### config.mk
export PLATFORM = sky130hd
export DESIGN_NAME = flra_ram
export DESIGN_NICKNAME = d
export VERILOG_FILES = /design/src/sv/flra_ram.sv
export SDC_FILE = /design/constraint.sdc
export NUM_CORES = 1
export LEC_CHECK = 0
export ABC_AREA = 1
export ABC_CLOCK_PERIOD_IN_PS = 1690
export BUFFER_PORTS_ARGS = -buffer_cell sky130_fd_sc_hd__buf_2
export CAP_MARGIN = 40
export CORE_MARGIN = 2
export CORE_UTILIZATION = 45
export CTS_CLUSTER_SIZE = 24
export DETAILED_ROUTE_END_ITERATION = 10
export PLACE_DENSITY = 0.64
export RECOVER_POWER = 100
export SLEW_MARGIN = 10
export SYNTH_ARGS = -nofsm -noshare
export SYNTH_HDL_FRONTEND = slang
export SYNTH_SLANG_ARGS = --single-unit
### constraint.sdc
create_clock -name i_clk -period 1.69 [get_ports i_clk]
set_input_delay 0.338 -clock i_clk [delete_from_list [all_inputs] [get_ports i_clk]]
set_output_delay 0.338 -clock i_clk [all_outputs]
set_load 0.05 [all_outputs]
### src/sv/flra_ram.sv
// ----------------------------------------------------------------------------
// flra_ram
// Generic single write port, single read port RAM with registered read.
// ----------------------------------------------------------------------------
module flra_ram #(
    parameter int WIDTH = 8,
    parameter int DEPTH = 16
) (
    input  logic                     i_clk,
    input  logic                     i_we,
    input  logic [$clog2(DEPTH)-1:0] i_waddr,
    input  logic [WIDTH-1:0]         i_wdata,
    input  logic [$clog2(DEPTH)-1:0] i_raddr,
    output logic [WIDTH-1:0]         o_rdata
);

    logic [WIDTH-1:0] r_mem [DEPTH];
    logic [WIDTH-1:0] r_rdata;

    always_ff @(posedge i_clk) begin
        if (i_we) begin
            r_mem[i_waddr] <= i_wdata;
        end
        r_rdata <= r_mem[i_raddr];
    end

    assign o_rdata = r_rdata;

endmodule

-- Yosys cells after proc, flatten, opt, wreduce, memory -nomap -nowiden
Memories as Yosys holds them, arrays and structs flattened. A register that Yosys moved wholly into a read port is not among the register bits.
Index checks and enable logic that the tools add are counted.
W data, S select, Z words.
- register bits: 0
- memories: 1
- word-level logic and storage cells: 3
- RAM bits: 128
- memories (name ; words ; width ; read ports ; clocked after memory_dff ; wr ports ; line ; source):
    r_mem ; 16 ; 8 ; 1 ; 1 ; 1 ; 17 ; logic [WIDTH-1:0] r_mem [DEPTH];
- mux-type cells: 2
- operators with widths (cell ; number):
    $mux W1 ; 2

-- Depth between registers and ports, before layout
Gate-level depths: netlist of the first run.
- depth in word-level cells: 2
- gate-level depth with buffers: 8

-- Least setup slack after synthesis of the first run
No wires, ideal clock.
- path kind: input -> register
- start: input port i_waddr[2]
- end: memory r_mem[10][0] (enable)
- arrival: 0.919 ns
- data required time: 1.320 ns
- slack: 0.401 ns
- stages: 2
- setup time: 0.370 ns
- path through: nand3b_1 > nor2_1
- RTL lines (what ; line ; source):
    from (decl) ; 11 ; input logic [$clog2(DEPTH)-1:0] i_waddr,
    to (decl) ; 17 ;
Straight into the memory's write port.

-- Final worst setup path of the first run
- start: register r_rdata[1], in the netlist o_rdata[1] (read register of r_mem)
- end: output port o_rdata[1]
- RTL lines (what ; line ; source):
    from (decl) ; 18 ; logic [WIDTH-1:0] r_rdata;
    to (decl) ; 14 ; output logic [WIDTH-1:0] o_rdata
No word-level cell between the ends.

==> results of run 1 <==
## worst paths after layout
kind,endpoint,startpoint,cells past startpoint
min,o_rdata[2],i_raddr[3],3
min reg2reg,o_rdata[2],r_mem[12][2],6
max reg2reg,o_rdata[2],r_mem[1][2],6
max,o_rdata[1],o_rdata[1],1
## cell usage after synthesis (all sizes together)
master,instances
edfxtp,128
nand3b,2
buf,24
inv,102
dfxtp,8
nand2,173
nand3,97
nor2,17
## cell families (layout without fill, tap and decap cells)
group	Yosys count	count (layout)	share of synthesized area [%]
flip-flops	136	136	69.4
AND/OR/NAND/NOR	289	289	21.0
buffers and inverters	126	183	9.52
## layout by cell type (no fill, tap or decap)
master / synthesis / final
clkinv_1: 0 / 1
clkbuf_16: 0 / 17
buf_4: 4 / 6
nand2_1: 173 / 173
inv_1: 100 / 100
edfxtp_1: 128 / 128
nand3_1: 97 / 97
clkinv_2: 0 / 2
clkbuf_1: 0 / 34
dfxtp_1: 8 / 8
buf_12: 0 / 3
clkinv_4: 0 / 2
clkinvlp_4: 0 / 3
inv_2: 2 / 2
buf_2: 13 / 7
bufinv_16: 0 / 5
clkbuf_2: 0 / 1
nand3b_1: 2 / 2
nor2_1: 17 / 17
## through the flow
step | hold WS [ps] | setup slack [ps]
after floorplan | 437 | 401
after global placement | 642 | 269
after detailed placement | 652 | 247
after CTS | 267 | 285
after global routing | 299 | 133
final | 274 | 163
## where the power goes
part | switching, mW | total (mW) | internal (mW)
Sequential | 0.0211 | 3.79 | 3.77
Combinational | 0.393 | 0.527 | 0.134
Clock | 1.35 | 3.95 | 2.60
Total | 1.77 | 8.27 | 6.51
## routing by layer
metal,GRT usage (%),wire (um),vias to the layer above
met2,31.5,5910,127
met5,0,0,-
li1,-,-,1860
met3,4.99,775,19
met4,6.27,216,0
met1,26.8,5610,1821
## layout make-up
| cell class | instances | area, um2 |
|---|---|---|
| fill | 1102 | 5850 |
| sequential | 136 | 4000 |
| multi-input combinational | 289 | 1210 |
| clock buffer | 18 | 429 |
| inverter | 102 | 383 |
| timing repair buffer | 50 | 269 |
| tap | 172 | 215 |
| clock inverter | 13 | 204 |
## sequential cells by signal, summed over array words and instances (netlist names)
name / cells
r_mem: 128
o_rdata: 8
==> flow_summary.toml, run 1 <==
[outcome]
outcome = "finished clean"

[detailed_routing]
drtIter0Drc = 336
routed_wl_mm = 12.5
vias_per_cell = 4.91
drtPass1Iterations = 5
routedWlPerCell_um = 16.1
ant_nets = 0
route.detailed.drc = 0
vias = 3827

[synthesis]
synth_cells = 551
synth_top_cell_area_share_pct = 66.7
syn-num-nets = 569
synth-seq-area-share_pct = 69.4
synth_top_area_cell = "edfxtp_1"
synth_cell_type_count = 12
synth.area.top_cells = "edfxtp_1 67%, nand2_1 11%, nand3_1 8.4%"
ys_warn_count = 0
syn_area_per_cell_um2 = 10.5
synth_area_mm2 = 0.00577
synth.ff_latch_count = 136

[timing]
finalClockSkew_ps = 4.48
finalHoldViolCount = 0
max_freq_mhz = 655
slew_headroom_pct = 39.7
worstMarginPinSlew_ps = 905
min_period_ps = 1530
post-route-period-util_pct = 90.3
setup_viol = 0
rsz0062_at_grt = "false"
fin_setup_tns_ps = 0
slew_viol_final = 0

[job]
cap_violations = 0

[finish]
layout.nets = 614
n_antenna_cell = 0
final_core_utilization_pct = 53.4
drive_gt1_share_pct = 7.89
finalNonFillerCells = 780
areaGrowthSynthToFinish_pct = 16.5
final_area_mm2 = 0.00672

[global_routing]
antenna_found_initial = 0
grt_use_total_pct = 19.8
grt_overflow = 0
grt_pass1_vias = 3607
grt_first_pass_wirelength_mm = 19.7
grt_max_degree = 46

[clocking]
clkLatencyLatePin_ps = 410
clk_pin_slew_ps = 60
cts_tree = "done"
cts_buffer_depth = 2
numCtsBuffers = 17
clockRootBuffer = "clkbuf_16"
cts_setup_buffers = 0
cts_htree_levels = 4
postCtsHoldBufs = 0
cts_sinks = 136
cts_resized = 0

[die]
initial_utilization_pct = 45.9
dieWidth_um = 117
dieArea_mm2 = 0.0137
boundaryPins = 26
die_h_um = 117
core_area_mm2 = 0.0126
num_rows = 41

[setup_path]
slowest_delay_ps = 460
cp_slowest_cell = "clkbuf_1"
critPathKind = "flip-flop to output port"
cp.required_ps = 1350
regToRegSetupSlack_ps = 650
crit_chain = "clkbuf_1"
critical_path_buf_inv_count = 1
critPathArrivalTime_ps = 1190
cp-start-kind = "flip-flop"
crit_path_max_fanout = 1
crit_family = "buffers and inverters"
crit_path_end_kind = "output port"

[placement]
place_area_mm2 = 0.00617
io_buffers = 25
place_congestion = 0.780
dp_hpwl_mm = 7.83
placed_cells = 749

[pwr]
total_power_mw = 8.27
ir_worst_vdd_v = 0.000587
leakage_nw = 2.84
powerDensity_mw_per_mm2 = 1230

[hold_path]
holdCritPathClass = "input pin to flip-flop"
No activity file was read; power rests on OpenSTA's default activity.
==> inputs of run 2 (changes only) <==
--- a/config.mk
+++ b/config.mk
@@ -10,10 +10,10 @@
 export BUFFER_PORTS_ARGS = -buffer_cell sky130_fd_sc_hd__buf_2
 export CAP_MARGIN = 40
 export CORE_MARGIN = 2
-export CORE_UTILIZATION = 45
+export CORE_UTILIZATION = 50
 export CTS_CLUSTER_SIZE = 24
 export DETAILED_ROUTE_END_ITERATION = 10
-export PLACE_DENSITY = 0.64
+export PLACE_DENSITY = 0.7
 export RECOVER_POWER = 100
 export SLEW_MARGIN = 10
 export SYNTH_ARGS = -nofsm -noshare
==> run 2 against run 1 <==
Global-route usage is 1.6 points higher. Critical path depth stayed put. Final cell count is 3.7% lower. Sequential power hardly changed. Clock skew is 6.2 ps higher. Largest cell class unchanged. Highest routed layer unchanged.
==> flow_summary.toml, run 2 (same netlist as run 1, synthesis figures left out) <==
[timing]
slew_viol_final = 0
setup_viol = 0
min_period_ps = 1520
fin_setup_tns_ps = 0
max_freq_mhz = 659
slew_headroom_pct = 40.1
post-route-period-util_pct = 89.8
finalClockSkew_ps = 10.7
worstMarginPinSlew_ps = 899
finalHoldViolCount = 0
rsz0062_at_grt = "false"

[die]
dieWidth_um = 111
core_area_mm2 = 0.0113
initial_utilization_pct = 50.9
boundaryPins = 26
dieArea_mm2 = 0.0124
num_rows = 39
die_h_um = 111

[clocking]
cts_setup_buffers = 0
clkLatencyLatePin_ps = 420
cts_htree_levels = 4
clk_pin_slew_ps = 60
cts_tree = "done"
numCtsBuffers = 17
clockRootBuffer = "clkbuf_16"
postCtsHoldBufs = 0
cts_buffer_depth = 2
cts_sinks = 136
cts_resized = 0

[outcome]
outcome = "finished clean"

[global_routing]
grt_overflow = 0
grt_pass1_vias = 3631
grt_first_pass_wirelength_mm = 19.5
antenna_found_initial = 0
grt_use_total_pct = 21.4
grt_max_degree = 65

[placement]
place_area_mm2 = 0.00611
io_buffers = 25
dp_hpwl_mm = 7.74
place_congestion = 0.889

[pwr]
p_int_mw = 6.09
powerDensity_mw_per_mm2 = 1190
total_power_mw = 7.83
ir_worst_vdd_v = 0.000668
p_seq_share_pct = 48.5
swShare_pct = 22.2
leakage_nw = 2.81
comb_power_share_pct = 6.7
switching_power_mw = 1.74
clockPowerShare_pct = 44.8

[finish]
drive_gt1_share_pct = 8.06
layout.nets = 613
regMostFlops = "r_mem"
final_cell_mix = "173 x nand2_1, 128 x edfxtp_1, 100 x inv_1, 97 x nand3_1, 33 x clkbuf_1"
nFillCells = 955
largest_reg_flops = 128
n_antenna_cell = 0
layout_commonest_cell = "nand2_1"
final_area_mm2 = 0.00660
areaGrowthSynthToFinish_pct = 14.5

[detailed_routing]
vias_per_cell = 5.11
vias = 3838
drtIter0Drc = 286
routed_wl_mm = 12.6
routedWlPerCell_um = 16.8
route.detailed.drc = 0
ant_nets = 0
drtPass1Iterations = 5

[setup_path]
critical_path_buf_inv_count = 1
r2r_start = "r_mem[1][7]"
critPathArrivalTime_ps = 1180
crit_chain = "clkbuf_1"
regToRegSetupSlack_ps = 630
critPathLaunch = "o_rdata[1]"
crit_family = "buffers and inverters"
critPathKind = "flip-flop to output port"
cp.depth = 1
crit_path_max_fanout = 1
crit_path_end_kind = "output port"
cp.required_ps = 1350
worstRegToRegCells = 6
crit_end = "o_rdata[1]"
cp_slowest_cell = "clkbuf_1"
crit-reg2reg-capture = "o_rdata[7]"
slowest_delay_ps = 460
cp-start-kind = "flip-flop"

[hold_path]
holdCritPathClass = "input pin to flip-flop"

[job]
cap_violations = 0
run 2: cell count changes in the layout (fill, tap and decap cells not counted), sizes merged:
cell and delta:
buf -3, clkbuf +3, bufinv -3, clkinvlp +1, clkinv +2
run 2: final cells by class:
class | count | area (um2) | area share (%)
clock inverter | 13 | 131 | 1.99
inverter | 102 | 383 | 5.80
multi-input combinational | 289 | 1210 | 18.4
timing repair buffer | 49 | 248 | 3.75
clock buffer | 19 | 443 | 6.71
tap | 143 | 179 | 2.71
sequential | 136 | 4000 | 60.7
run 2: worst min path at each step:
stage,slack [ps],start,end,cells after the start
finish,290,i_raddr[3],o_rdata[6],3
CTS,270,i_raddr[3],o_rdata[6],3
detailed placement,660,r_mem[10][7],o_rdata[7],6
global route,280,i_raddr[3],o_rdata[2],3
floorplan,440,i_wdata[0],r_mem[0][0],0
global placement,650,r_mem[12][5],o_rdata[5],6
run 2: metrics by stage:
stage / utilization (%) / hold WS, ps / setup WS (ps) / instances
after CTS: 59.0 / 267 / 276 / 751
after global placement: 54.0 / 650 / 152 / 719
after global routing: 58.3 / 279 / 140 / 751
after detailed placement: 54.0 / 661 / 104 / 719
after floorplan: - / 437 / 401 / 551
final: 58.3 / 290 / 173 / 751
run 2: power by group through the flow:
stage,Clock (mW),Combinational [mW],Sequential (mW)
CTS,3.56,0.540,3.80
floorplan,0,0.266,3.94
global route,3.70,0.572,3.80
global placement,0,0.525,3.86
finish,3.51,0.523,3.80
detailed placement,0,0.536,3.86
run 2: metal layers:
layer  GRT usage (%)  wire [um]  up-vias
li1                -          -     1861
met1            27.7       5170     1799
met2            35.2       6370      158
met3            5.44        855       20
met4            7.82        257        0
met5               0          0        -
==> inputs of run 3 (changes only) <==
==> constraint.sdc (replaced) <==
create_clock -name i_clk -period 1.69 [get_ports i_clk]
set_input_delay 0.338 -clock i_clk [delete_from_list [all_inputs] [get_ports i_clk]]
set_output_delay 0.338 -clock i_clk [all_outputs]
set_load 0.1 [all_outputs]
==> run 3 against run 2 <==
Critical path depth unchanged. Setup slack worse by 100 ps. Flip-flop and latch count stayed put. Core utilization hardly changed. Die area did not move. Maximum frequency down 6.4%.
==> flow_summary.toml, run 3 (same netlist as run 1, synthesis figures left out) <==
[timing]
fin_setup_tns_ps = 0
finalHoldViolCount = 0
setup_viol = 0
max_freq_mhz = 617
timing.final.ws_setup_ps = 70.1
post-route-period-util_pct = 95.9
rsz0062_at_grt = "false"
min_period_ps = 1620
worstMarginPinSlew_ps = 899
finalClockSkew_ps = 10.3
holdWs_ps = 288
slew_viol_final = 0
slew_headroom_pct = 40.1

[pwr]
swShare_pct = 23.1
leakage_nw = 2.82
ir_worst_vdd_v = 0.000669
clockPowerShare_pct = 44.4
total_power_mw = 7.93
comb_power_share_pct = 7.7
p_seq_share_pct = 47.9
switching_power_mw = 1.83
p_int_mw = 6.10
powerDensity_mw_per_mm2 = 1200

[finish]
layout_commonest_cell = "nand2_1"
n_antenna_cell = 0
regMostFlops = "r_mem"
drive_gt1_share_pct = 8.55
nFillCells = 954
largest_reg_flops = 128
finalNonFillerCells = 751
seqCellArea_mm2 = 0.00400
multi_input_area_mm2 = 0.00121
areaGrowthSynthToFinish_pct = 14.5
final_core_utilization_pct = 58.3
final_area_mm2 = 0.00661
final_cell_mix = "173 x nand2_1, 128 x edfxtp_1, 100 x inv_1, 97 x nand3_1, 30 x clkbuf_1"
layout.nets = 613

[detailed_routing]
vias_per_cell = 5.11
vias = 3838
routedWlPerCell_um = 16.9
route.detailed.drc = 0
drtPass1Iterations = 5
ant_nets = 0
drtIter0Drc = 285
routed_wl_mm = 12.7

[clocking]
cts_resized = 0
numCtsBuffers = 17
cts_buffer_depth = 2
cts_htree_levels = 4
cts_setup_buffers = 0
cts_sinks = 136
clkLatencyLatePin_ps = 420
clk_pin_slew_ps = 60
clockRootBuffer = "clkbuf_16"
cts_tree = "done"
postCtsHoldBufs = 0

[die]
num_rows = 39
die_h_um = 111
dieWidth_um = 111
dieArea_mm2 = 0.0124
boundaryPins = 26
core_area_mm2 = 0.0113
initial_utilization_pct = 50.9

[hold_path]
holdCritPathClass = "input pin to flip-flop"

[setup_path]
cp.required_ps = 1350
crit_path_max_fanout = 1
cp-start-kind = "flip-flop"
crit_path_end_kind = "output port"
slowest_delay_ps = 480
critPathKind = "flip-flop to output port"
crit_chain = "clkbuf_2"
crit_family = "buffers and inverters"
cp_slowest_cell = "clkbuf_2"
critPathArrivalTime_ps = 1280
critical_path_buf_inv_count = 1

[placement]
place_area_mm2 = 0.00611
place_congestion = 0.889
io_buffers = 25
dp_hpwl_mm = 7.74
pre_cts_ws_ps = 104
placed_cells = 719

[global_routing]
grt_overflow = 0
grt_use_total_pct = 21.4
grt_pass1_vias = 3631
grt_max_degree = 65
antenna_found_initial = 0
grt_first_pass_wirelength_mm = 19.5

[outcome]
outcome = "finished clean"

[job]
cap_violations = 0
[run 3: area by class of cell]
class	instances	area share [%]
clock buffers	19	6.71
clock inverters	13	1.99
multi-input cells	289	18.4
well taps	143	2.71
repair buffers	49	3.81
inverters	102	5.80
flip-flops and latches	136	60.6
[run 3: power by group through the flow]
stage          registers [mW]  logic [mW]  clock network [mW]
2_1_floorplan            4.02       0.266                   0
3_3_place_gp             3.86       0.608                   0
3_5_place_dp             3.86       0.619                   0
4_1_cts                  3.80       0.623                3.56
5_1_grt                  3.80       0.657                3.70
6_report                 3.80       0.609                3.52
[run 3: worst paths after layout]
check | start | end | slack, ps | depth (start not counted)
worst min-delay path | i_raddr[3] | o_rdata[6] | 290 | 3
worst max register to register | r_mem[1][7] | o_rdata[7] | 630 | 6
worst max-delay path | o_rdata[2] | o_rdata[2] | 70 | 1
worst min register to register | r_mem[10][7] | o_rdata[7] | 670 | 6
[run 3: per-layer routing]
layer	track usage, %	wire length [um]	vias up
li1	-	-	1861
met1	27.7	5220	1806
met2	35.2	6350	150
met3	5.44	860	21
met4	7.82	254	0
met5	0	0	-
